===== config.mk =====
export PLATFORM = sky130hd
export DESIGN_NAME = sum_checksum_frame_parser_unit
export DESIGN_NICKNAME = d
export VERILOG_FILES = /design/src/scfp_pkg.sv /design/src/sum_checksum_frame_parser_unit.sv
export SDC_FILE = /design/constraint.sdc
export NUM_CORES = 1
export LEC_CHECK = 0
export BUFFER_PORTS_ARGS = -buffer_cell sky130_fd_sc_hd__buf_2
export CAP_MARGIN = 20
export CORE_MARGIN = 2
export CORE_UTILIZATION = 46
export DETAILED_ROUTE_END_ITERATION = 10
export MAX_ROUTING_LAYER = met4
export PLACE_DENSITY = 0.7
export SLEW_MARGIN = 20
export SYNTH_ARGS = -nofsm -noshare
export SYNTH_HDL_FRONTEND = slang
export SYNTH_SLANG_ARGS = --single-unit

===== constraint.sdc =====
create_clock -name clk -period 5.4 [get_ports clk]
set_clock_uncertainty 0.1 [all_clocks]
set_input_delay 1.08 -clock clk [delete_from_list [all_inputs] [get_ports clk]]
set_output_delay 1.08 -clock clk [all_outputs]
set_load 0.01 [all_outputs]

===== src/scfp_pkg.sv =====
// ----------------------------------------------------------------------------
// Frame parser package
// This package holds the byte constants shared by the parser and its checker.
// ----------------------------------------------------------------------------
package scfp_pkg;

  localparam int unsigned BYTE_W = 8;

  localparam logic [BYTE_W-1:0] START_BYTE = 8'h2E;
  localparam logic [BYTE_W-1:0] ACK_VALUE  = 8'hFF;

endpackage


===== src/sum_checksum_frame_parser_unit.sv =====
// ----------------------------------------------------------------------------
// Sum checksum frame parser
// Latency: a result appears in the cycle after a checksum byte that matches is accepted.
// Throughput: one byte per cycle while the byte input does not stall.
// The byte input stalls only while a result waits and out_ready is low.
// Synchronous reset returns the parser to waiting for the start byte and
// empties the result register.
// ----------------------------------------------------------------------------
module sum_checksum_frame_parser_unit (
  input  logic                          clk,
  input  logic                          rst,
  input  logic [scfp_pkg::BYTE_W-1:0]   rx_byte,
  input  logic                          in_valid,
  output logic                          in_ready,
  output logic [scfp_pkg::BYTE_W-1:0]   ack_byte,
  output logic [scfp_pkg::BYTE_W-1:0]   packet_command,
  output logic [scfp_pkg::BYTE_W-1:0]   packet_length,
  output logic                          out_valid,
  input  logic                          out_ready
);

  typedef enum logic [2:0] {
    PH_WAIT = 3'd0,
    PH_CMD  = 3'd1,
    PH_LEN  = 3'd2,
    PH_DATA = 3'd3,
    PH_CSUM = 3'd4
  } phase_t;

  phase_t                        phase, phase_next;
  logic [scfp_pkg::BYTE_W-1:0]   held_command, held_command_next;
  logic [scfp_pkg::BYTE_W-1:0]   held_length, held_length_next;
  logic [scfp_pkg::BYTE_W-1:0]   bytes_left, bytes_left_next;
  logic [scfp_pkg::BYTE_W-1:0]   running_sum, running_sum_next;
  logic                          csum_ok;
  logic                          accept;

  assign in_ready = !out_valid || out_ready;
  assign accept   = in_valid && in_ready;
  assign ack_byte = scfp_pkg::ACK_VALUE;

  always_comb begin
    phase_next        = phase;
    held_command_next = held_command;
    held_length_next  = held_length;
    bytes_left_next   = bytes_left;
    running_sum_next  = running_sum;
    csum_ok           = 1'b0;
    unique case (phase)
      PH_WAIT: begin
        if (rx_byte == scfp_pkg::START_BYTE) begin
          phase_next = PH_CMD;
        end
      end
      PH_CMD: begin
        held_command_next = rx_byte;
        running_sum_next  = rx_byte;
        phase_next        = PH_LEN;
      end
      PH_LEN: begin
        held_length_next = rx_byte;
        bytes_left_next  = rx_byte;
        running_sum_next = running_sum + rx_byte;
        phase_next       = (rx_byte != '0) ? PH_DATA : PH_CSUM;
      end
      PH_DATA: begin
        running_sum_next = running_sum + rx_byte;
        bytes_left_next  = bytes_left - 1'b1;
        if (bytes_left_next == '0) begin
          phase_next = PH_CSUM;
        end
      end
      PH_CSUM: begin
        csum_ok    = (rx_byte == ~running_sum);
        phase_next = PH_WAIT;
      end
      default: begin
        phase_next = PH_WAIT;
      end
    endcase
  end

  always_ff @(posedge clk) begin
    if (rst) begin
      phase        <= PH_WAIT;
      held_command <= '0;
      held_length  <= '0;
      bytes_left   <= '0;
      running_sum  <= '0;
      out_valid    <= 1'b0;
    end else begin
      if (accept) begin
        phase        <= phase_next;
        held_command <= held_command_next;
        held_length  <= held_length_next;
        bytes_left   <= bytes_left_next;
        running_sum  <= running_sum_next;
      end
      if (accept && csum_ok) begin
        out_valid <= 1'b1;
      end else if (out_ready) begin
        out_valid <= 1'b0;
      end
    end
  end

  always_ff @(posedge clk) begin
    if (accept && csum_ok) begin
      packet_command <= held_command;
      packet_length  <= held_length;
    end
  end

endmodule


Word-level counts from Yosys, hierarchy flattened --
Index checks and enable logic that the tools add are counted.
Word-level totals: flip-flop bits (word level) 52, bits in latches 0, RAM bits 0, memory bits (read-only) 0, input bits 12, output and inout bits 26, word-level logic and storage cells 44, memories 0
Cells by class: add/sub/neg operators 2, $mul 0, divide/modulo/power cells 0, magnitude comparators 0, eq/ne operators 8, shift operators 0, mux-type cells 9, bitwise operators 1, reduce and logical (&&, ||, !) cells 16
Operators with widths (count):
- 8-bit case mux with 2 select lines | 2
- 3-bit case mux with 4 select lines | 1
- 3-bit 2-to-1 mux | 3
- 8-bit adder | 1
- 8-bit by 6-bit equality test with 1-bit output (second input constant) | 1
- 8-bit equality test | 1
- 8-bit logical NOT | 1
- 8-bit inverter | 1
- 2-bit AND reduction | 4
- 8-bit nonzero test | 1
- 8-bit by 1-bit subtractor with 8-bit output (second input constant) | 1
- 3-bit by 2-bit equality test with 1-bit output (second input constant) | 2
- 2-bit nonzero test | 3
- 2-bit inequality test (second input constant) | 2
- 3-bit by 1-bit equality test with 1-bit output (second input constant) | 1
- 3-bit equality test (second input constant) | 1
- 3-bit logical NOT | 1
- 1-bit 2-to-1 mux | 3
- 3-bit AND reduction | 1
- 1-bit logical AND | 2
- 2-bit OR reduction | 1
- 1-bit logical NOT | 1
- 1-bit logical OR | 1

Depth between registers and ports, before layout --
Gate-level depths: netlist of the first run.
word-level depth 5, depth in mapped cells 9, gate-level depth less buffers 9

Worst setup path before layout of the first run --
No wires, ideal clock.
kind in2reg, from in rx_byte[6] in the netlist's numbering, to reg packet_command[0] in the netlist's numbering, enable pin, library setup time 364 ps, arrival 2438 ps, data required time 4936 ps, setup slack 2499 ps, cell stages on the path 5, path buffers 0, cells stage by stage ha_1 nand4_1 nand2b_1 or4_1 inv_1
Between the ends: cells in the longest elaborated chain, start to end 3
Ends and longest elaborated chain:
- start, declared | RTL line sum_checksum_frame_parser_unit.sv:12 | input logic [scfp_pkg::BYTE_W-1:0] rx_byte,
- 8-bit equality test | RTL line sum_checksum_frame_parser_unit.sv:74 | csum_ok = (rx_byte == ~running_sum);
- 1-bit 2-to-1 mux | RTL line sum_checksum_frame_parser_unit.sv:49 | unique case (phase)
- 1-bit logical AND | RTL line sum_checksum_frame_parser_unit.sv:108 | if (accept && csum_ok) begin
- end signal, assigned | RTL line sum_checksum_frame_parser_unit.sv:109 | packet_command <= held_command;
- end, declared | RTL line sum_checksum_frame_parser_unit.sv:16 | output logic [scfp_pkg::BYTE_W-1:0] packet_command,
Every way passes these cells. A chain may end at the register's enable or synchronous reset.

Final worst setup path of the first run --
from in rx_byte[6] in the netlist's numbering, to reg packet_length[0] in the netlist's numbering, enable pin
Between the ends: cells in the longest elaborated chain, start to end 3
Ends and longest elaborated chain:
- 8-bit equality test | RTL line sum_checksum_frame_parser_unit.sv:74
- 1-bit 2-to-1 mux | RTL line sum_checksum_frame_parser_unit.sv:49
- 1-bit logical AND | RTL line sum_checksum_frame_parser_unit.sv:108
- end signal, assigned | RTL line sum_checksum_frame_parser_unit.sv:110 | packet_length <= held_length;
- end, declared | RTL line sum_checksum_frame_parser_unit.sv:17 | output logic [scfp_pkg::BYTE_W-1:0] packet_length,
Every way passes these cells.

==> flow_metrics.tcl, run 1 <==
set metrics [dict create \
    run_status "finished clean" \
    core_area_sq_um 5540 \
    routed-via-count 2146 \
    fraction_of_final_layout_cells_sized_beyond_drive_strength_1_pct 15.5 \
    worstSkewPairLatency_ns 0.31 \
    async_flop_share_pct 0 \
    clock-sinks 52 \
    detailedRoute.firstPassIterationCount 5 \
    clock_path_buffers 2 \
    netlist_instances 287 \
    cp-start-kind "input port" \
    final.min_clock_period_ns 2.99 \
    nets 331 \
    grt_pass1_wl_mm 9.05 \
    ys_dominant_reg_cell "dfxtp_1" \
    antennaDiodeCount 0 \
    hold_viol 0 \
    multiInputGateArea_sq_um 1280 \
    synth.distinct_cells 51 \
    maxCapViolations 0 \
    tns_ns 0 \
    critical_path_required_ns 5.25 \
    layout_worst_path_cycle_share_pct 55.4 \
    vdd_ir_drop_max_uv 92.3 \
    synth.yosys.warnings 0 \
    drt-total-wl_mm 5.65 \
    max_clock_freq_ghz 0.334 \
    timing.final.max_slew_violations 0 \
    most_frequent_standard_cell_in_the_layout_excluding_fill_and_tap_cells "dfxtp_1" \
    timing.setup.critical_path_class "in -> reg" \
    synth-edff-count 16 \
    grt_start_max_net_pins 37 \
    final-setup-viol-count 0 \
    vias_in_the_first_global_route 1849 \
    p_total_w 0.000652 \
    synthesized_flop_and_latch_total 52 \
    holdCritPathClass "reg -> reg" \
    avgRoutedWirePerCell_um 14.8 \
    layout_common_cells "36 x dfxtp_1, 32 x a21oi_1, 31 x nor2_1, 30 x nand2_1, 29 x buf_2" \
    critical_path.endpoint_type "register" \
    postCtsResizedCells 0 \
    timing.max_slew.rel_slack_pct 45.0 \
    cp_max_fo 16 \
    antenna_found_initial 0 \
    holdPathStages 0 \
    die-area_sq_um 6390 \
    via_per_inst 5.62 \
    drcViolationCount 0 \
    final_weighted_congestion_in_routability_driven_placement 0.904 \
    dieHeight_um 79.9 \
    grt_setup_unrepaired "false" \
    cts_hold_buffers 0 \
    synthesized_area_divided_by_synthesized_cell_count_sq_um 9.24 \
    cts_tree "built" \
    start_util_pct 47.9 \
    arrival_time_at_the_worst_endpoint_ns 2.84 \
    clk_root_buffer_cell "clkbuf_8" \
    worst_path_largest_cell_delay_ns 0.48 \
    cts.htree.levels 2 \
    area_growth_pct 7.74 \
    clkSlewWorstSetupHoldPaths_ns 0.09 \
    power.density_cell_area_nw_per_um2 228 \
    detail_route.iter0.violations 151 \
    row_count 27 \
    detailed_place_hpwl_mm 3.89 \
    seq_area_frac_synth_pct 45.3 \
    gr-usage-all-layers_pct 18.9 \
    mappedNetlistArea_sq_um 2650 \
    globalRoute.totalOverflow 0 \
    setup.reg_to_reg.worst_slack_ns 2.49 \
    cts_inserted_buffers 5 \
    timing.critical_path.slowest_stage_cell "inv_1" \
    worst_pin_slew_ns 0.821 \
    final.fill_count 545 \
    die-width_um 79.9 \
    cp_cell_sequence "buf_2 > ha_1 > nand4_1 > nand2b_1 > or4_1 > inv_1" \
    sequential_cell_area_sq_um 1200 \
    cts_setup_buffers 0 \
    num_io_pins 38 \
    antenna_left 0 \
    cellLeakagePower_nw 1.05 \
    number_of_cells_traversed_by_the_worst_register_to_register_path 6 \
    io_buffers 29 \
]
-- where the power goes --
part,internal (W),total (W),switching (W)
Clock,0.0000924,0.000221,0.000128
Sequential,0.000400,0.000400,0.000000196
Combinational,0.00000858,0.0000311,0.0000226
Total,0.000501,0.000652,0.000151
-- through the flow --
stage	hold WS [ns]	std cells	setup WS, ns	cell area, sq um	util [%]
after floorplan	0.308	294	2.50	2680	-
after global placement	0.312	374	2.13	2770	50.0
after detailed placement	0.317	374	2.06	2770	50.0
after CTS	0.340	382	2.39	2860	51.6
after global routing	0.358	382	2.28	2860	51.6
final	0.336	382	2.41	2860	51.6
-- cells by family after synthesis --
family,after synthesis,synth area share (%)
adders and majority gates,10,5.00
xor gates and xnor gates,6,1.98
buffers and inverters,34,7.45
and+or+nand+nor,110,21.2
DFF,52,45.3
other,1,0.141
muxes,8,3.02
AOI/OAI and AO/OA,66,15.9
-- area by class of cell --
class	instances	share of cell area [%]
repair buffers	30	5.34
inverters	12	1.58
clock inverters	2	0.569
clock buffers	6	2.54
multi-input cells	208	44.8
well taps	72	3.15
flip-flops and latches	52	42.0
-- cell usage after synthesis, types with 3 or more instances --
master    number  area [sq um]
buf_4          8          60.1
ha_1           9           113
nor4_1         6          37.5
nand2b_1       6          37.5
buf_2          4          20.0
edfxtp_1      16           480
clkbuf_1       6          22.5
mux2i_1        8          80.1
xnor2_1        3          26.3
inv_1         11          41.3
or3_1          6          37.5
nor2_1        31           116
o21ai_0        5          25.0
a211oi_1       5          37.5
xor2_1         3          26.3
a21oi_1       32           160
nand3b_1       3          22.5
dfxtp_1       36           721
nand2_1       30           113
nand4_1        5          31.3
a311oi_1       6          52.6
nor3_1         7          35.0
o21ai_1        3          15.0
-- path summary, 6_finish.rpt --
path                                      from          endpoint
worst min register to register  held_length[6]  packet_length[6]
worst max-delay path                rx_byte[6]  packet_length[0]
worst min-delay path            held_length[6]  packet_length[6]
worst max register to register        phase[1]     bytes_left[5]
-- worst max-delay path: cells and delay by family --
family / cells / cell delay (ns)
buffers and inverters: 2 / 0.63
AND/OR/NAND/NOR: 3 / 0.74
adder cells (fa/ha/maj): 1 / 0.40
-- sequential cells by signal (all words and copies together) (netlist names) --
signal	flops
bytes_left	8
held_command	8
held_length	8
out_valid	1
packet_command	8
packet_length	8
phase	3
running_sum	8
-- metal layers --
metal	vias to the layer above	GRT usage [%]	part of all wire, %	routed length (um)
met2	100	26.8	43	2430
met3	19	3.17	8.0	453
met5	-	-	0	0
li1	1052	-	-	-
met1	975	26.2	46	2620
met4	0	8.98	2.6	148
Note: power is estimated with default switching activity, not from simulation.
==> run 2, diff against run 1 <==
PLACE_DENSITY = 0.73   (was 0.7)
clock period = 2.7 ns   (was 5.4 ns; I/O delays follow)
==> run 2 against run 1 <==
Against the previous run: sequential cell count stayed put; register-to-register slack worse by 1.9 ns; routed wire length is 4.7% higher; setup slack worse by 1.9 ns; die area stayed put; final area is 2.8% higher; largest power group unchanged.
==> flow_metrics.tcl, run 2 (synthesis gave the netlist of run 1 again) <==
set metrics [dict create \
    grt_pass1_wl_mm 9.70 \
    antenna_found_initial 0 \
    start_util_pct 47.9 \
    vdd_ir_drop_max_uv 175 \
    tns_ns 0 \
    nets 340 \
    critical_path_required_ns 2.62 \
    globalRoute.totalOverflow 0 \
    routed-via-count 2175 \
    maxCapViolations 0 \
    setup.reg_to_reg.worst_slack_ns 0.54 \
    fraction_of_final_layout_cells_sized_beyond_drive_strength_1_pct 17.9 \
    internal_power_w 0.00101 \
    hold_viol 0 \
    r2r_end "phase[1]" \
    cts_setup_buffers 0 \
    clock_power_share_pct 33.7 \
    detailed_place_hpwl_mm 4.16 \
    comb_power_share_pct 5.5 \
    vias_in_the_first_global_route 1958 \
    cp-start-kind "input port" \
    layout_common_cells "36 x dfxtp_1, 32 x a21oi_1, 31 x nor2_1, 30 x nand2_1, 29 x buf_2" \
    power.density_cell_area_nw_per_um2 447 \
    die-width_um 79.9 \
    post-route-cell-area_sq_um 2940 \
    cellLeakagePower_nw 1.10 \
    layout_worst_path_cycle_share_pct 80.0 \
    grt_setup_unrepaired "false" \
    dieHeight_um 79.9 \
    grt_start_max_net_pins 37 \
    power.sequential.fraction_pct 60.9 \
    max_clock_freq_ghz 0.463 \
    detailedRoute.firstPassIterationCount 4 \
    cts_tree "built" \
    clkSlewWorstSetupHoldPaths_ns 0.09 \
    area_growth_pct 10.8 \
    antennaDiodeCount 0 \
    worst_pin_slew_ns 0.697 \
    cts.htree.levels 2 \
    timing.final.max_slew_violations 0 \
    timing.setup.critical_path_class "in -> reg" \
    clock_path_buffers 2 \
    power.share.switching_pct 23.4 \
    critical_path.endpoint_type "register" \
    io_buffers 29 \
    final-setup-viol-count 0 \
    final.min_clock_period_ns 2.16 \
    holdCritPathClass "reg -> reg" \
    number_of_cells_traversed_by_the_worst_register_to_register_path 8 \
    most_frequent_standard_cell_in_the_layout_excluding_fill_and_tap_cells "dfxtp_1" \
    clock-sinks 52 \
    crit_path_capture "packet_length[7]" \
    drt-total-wl_mm 5.91 \
    num_io_pins 38 \
    run_status "finished clean" \
    drcViolationCount 0 \
    detail_route.iter0.violations 112 \
    row_count 27 \
    cts_hold_buffers 0 \
    antenna_left 0 \
    avgRoutedWirePerCell_um 15.1 \
    cts_inserted_buffers 5 \
    worst_r2r_startpoint "bytes_left[0]" \
    final_weighted_congestion_in_routability_driven_placement 0.913 \
    placed_cell_area_sq_um 2850 \
    gr-usage-all-layers_pct 20.0 \
    critical_path.startpoint "rx_byte[5]" \
    via_per_inst 5.56 \
    clk_root_buffer_cell "clkbuf_8" \
    arrival_time_at_the_worst_endpoint_ns 2.08 \
    p_total_w 0.00131 \
    total_switching_power_w 0.000308 \
    die-area_sq_um 6390 \
    cp_max_fo 16 \
    timing.max_slew.rel_slack_pct 53.5 \
    worstSkewPairLatency_ns 0.30 \
    postCtsResizedCells 0 \
    core_area_sq_um 5540 \
]
## run 2: metrics by stage
step / setup WS [ns] / std cells / util [%] / hold WS, ns
global route: 0.385 / 391 / 53.0 / 0.348
detailed placement: 0.231 / 383 / 51.4 / 0.314
floorplan: 0.339 / 294 / - / 0.308
CTS: 0.527 / 391 / 53.0 / 0.336
finish: 0.541 / 391 / 53.0 / 0.335
global placement: 0.285 / 383 / 51.4 / 0.312
## run 2: routing by layer
| layer | share of wire (%) | track usage [%] |
|---|---|---|
| met5 | 0 | - |
| met4 | 2.4 | 7.12 |
| met1 | 48 | 27.4 |
| met2 | 44 | 30.3 |
| met3 | 5.1 | 2.71 |
## run 2: power groups by stage
stage / clock network, W / registers, W / logic, W
6_report: 0.000442 / 0.000800 / 0.0000721
3_3_place_gp: 0 / 0.000818 / 0.0000693
3_5_place_dp: 0 / 0.000818 / 0.0000703
4_1_cts: 0.000453 / 0.000800 / 0.0000707
2_1_floorplan: 0 / 0.000818 / 0.0000452
5_1_grt: 0.000487 / 0.000800 / 0.0000778
## run 2: layout make-up
class,instances,area (sq um)
well taps,72,90.1
clock inverters,2,16.3
inverters,12,45.0
multi-input cells,208,1280
clock buffers,6,72.6
repair buffers,39,233
fillers,526,2600
flip-flops and latches,52,1200
## run 2: critical path: stages
cell and delay (ns):
buf_2 0.14, ha_1 0.38, nand4_1 0.15, nand2b_1 0.16
or4_1 0.43, inv_1 0.12, buf_12 0.15
## run 2: worst min-delay path by stage
stage	startpoint	to	slack, ns	cells after the start
after CTS	held_length[2]	packet_length[2]	0.34	0
after global placement	held_length[0]	packet_length[0]	0.31	0
final	held_length[2]	packet_length[2]	0.33	0
after global routing	held_length[2]	packet_length[2]	0.35	0
after floorplan	held_command[0]	packet_command[0]	0.31	0
after detailed placement	held_length[2]	packet_length[2]	0.31	0
==> run 3, diff against run 2 <==
clock period = 1.8 ns   (was 2.7 ns; I/O delays follow)
==> run 3 against run 2 <==
Against the previous run: the flow now finishes with violations (negative setup slack); total power rose by 65%; sequential share of layout area fell by 5.6 points; largest power group unchanged; sequential power rose by 50%; final area rose by 17%; critical path type is now reg -> reg; sequential cell count did not move.
==> flow_metrics.tcl, run 3 (synthesis gave the netlist of run 1 again) <==
set metrics [dict create \
    globalRoute.totalOverflow 0 \
    power.density_cell_area_nw_per_um2 630 \
    final.fill_count 464 \
    hold_viol 0 \
    final.min_clock_period_ns 2.00 \
    run_status "finished, violations left" \
    antenna_found_initial 0 \
    grt_start_max_net_pins 24 \
    worst_hold_startpoint "held_length[5]" \
    grt.met3_usage_pct 3.28 \
    cts_inserted_buffers 5 \
    max_clock_freq_ghz 0.499 \
    worst_r2r_startpoint "running_sum[0]" \
    vias_in_the_first_global_route 2233 \
    grt_util_met1_pct 28.5 \
    most_frequent_standard_cell_in_the_layout_excluding_fill_and_tap_cells "buf_4" \
    final_weighted_congestion_in_routability_driven_placement 0.872 \
    io_buffers 29 \
    number_of_cells_in_the_finished_layout_apart_from_fillers 425 \
    routed-via-count 2358 \
    final-setup-viol-count 18 \
    cts_hold_buffers 0 \
    worstSkewPairLatency_ns 0.31 \
    clkSlewWorstSetupHoldPaths_ns 0.11 \
    start_util_pct 47.9 \
    critical_path.startpoint "running_sum[0]" \
    cts.htree.levels 2 \
    antenna_left 0 \
    cp_max_fo 16 \
    cellLeakagePower_nw 1.31 \
    nets 374 \
    timing.final.max_slew_violations 0 \
    maxCapViolations 0 \
    die-width_um 79.9 \
    critical_path_required_ns 1.72 \
    clk_root_buffer_cell "clkbuf_8" \
    grt_setup_unrepaired "true" \
    setup_slack_ns -0.205 \
    cts_tree "built" \
    dpl.cell_count 413 \
    holdCritPathClass "reg -> reg" \
    timing.setup.critical_path_class "reg -> reg" \
    grt_pass1_wl_mm 10.6 \
    avgRoutedWirePerCell_um 15.2 \
    row_count 27 \
    layout_common_cells "41 x buf_4, 31 x nor2_1, 30 x nand2_1, 29 x buf_2, 27 x dfxtp_1" \
    clock_path_buffers 2 \
    dieHeight_um 79.9 \
    cp-start-kind "register" \
    core_area_sq_um 5540 \
    gr-usage-all-layers_pct 22.0 \
    via_per_inst 5.55 \
    global_route.peak_usage_layer "met2" \
    drt-total-wl_mm 6.44 \
    detailed_place_hpwl_mm 4.56 \
    layout_worst_path_cycle_share_pct 111 \
    die-area_sq_um 6390 \
    failed_checks "negative setup slack" \
    detail_route.iter0.violations 98 \
    num_io_pins 38 \
    arrival_time_at_the_worst_endpoint_ns 1.93 \
    detailedRoute.firstPassIterationCount 4 \
    place_ws_ns -0.330 \
    vdd_ir_drop_max_uv 376 \
    drcViolationCount 0 \
    antennaDiodeCount 0 \
    grt.met2_usage_pct 35.5 \
    area_growth_pct 29.9 \
    clock-sinks 52 \
    fraction_of_final_layout_cells_sized_beyond_drive_strength_1_pct 36.8 \
    critical_path.endpoint_type "register" \
]
[run 3: changes by cell type in the layout (fill, tap and decap cells not counted), moves of 2 or more]
cell / delta
a211oi_2: +2
buf_4: +32
o21ai_0: -2
a211oi_1: -2
a21oi_1: -7
ha_1: -8
a21oi_2: +7
nand2b_1: -2
dfxtp_2: +8
ha_4: +8
nand2b_4: +2
dfxtp_1: -9
inv_1: -4
inv_2: +3
[run 3: timing repair]
action / CTS / global route
buffers inserted: 2 / 2
resized for setup: 20 / 11
setup endpoints to repair: 23 / 28
pin swaps: 6 / 9
[run 3: final timing paths]
path              cells past startpoint                end  slack, ns
setup / recovery                      6  packet_command[0]      -0.20
hold / removal                        0   packet_length[5]       0.34
setup reg to reg                      6  packet_command[0]      -0.20
hold reg to reg                       0   packet_length[5]       0.34
[run 3: worst max-delay path, cell delays in order, from the launching register on]
cell and delay, ns:
dfxtp_2 0.35, ha_4 0.26, nor2b_1 0.14, nand4_1 0.10, or4_4 0.51, clkinvlp_4 0.10, buf_12 0.14
[run 3: per-stage QoR]
| step | setup TNS, ns | util, % | hold slack [ns] | instance area, sq um | power [W] |
|---|---|---|---|---|---|
| after floorplan | -2.29 | - | 0.308 | 2790 | 0.00130 |
| after global placement | -6.10 | 57.7 | 0.314 | 3200 | 0.00136 |
| after detailed placement | -6.62 | 57.7 | 0.319 | 3200 | 0.00136 |
| after CTS | -2.87 | 61.2 | 0.344 | 3390 | 0.00218 |
| after global routing | -5.01 | 62.2 | 0.356 | 3450 | 0.00224 |
| final | -3.37 | 62.2 | 0.340 | 3450 | 0.00217 |
[run 3: final cells by class]
cell class	count	area [sq um]	area share, %
Inverter	12	48.8	1.42
Sequential cell	52	1210	35.3
Timing Repair Buffer	73	504	14.6
Tap cell	72	90.1	2.61
Multi-Input combinational cell	208	1470	42.7
Clock inverter	3	46.3	1.34
Clock buffer	5	68.8	2.00
[run 3: per-layer routing]
layer	wire (um)	part of all wire, %	vias to the layer above
met1	2930	45	1115
met3	402	6.2	10
met2	3010	47	92
li1	-	-	1141
met5	0	0	-
met4	99	1.5	0
[run 3: power by group]
group | total [W] | leakage [nW] | switching [W] | internal, W
combinational | 0.000142 | 0.838 | 0.0000865 | 0.0000557
clock | 0.000831 | 0.0548 | 0.000412 | 0.000419
sequential | 0.00120 | 0.413 | 0.000000489 | 0.00120
total | 0.00217 | 1.31 | 0.000498 | 0.00167
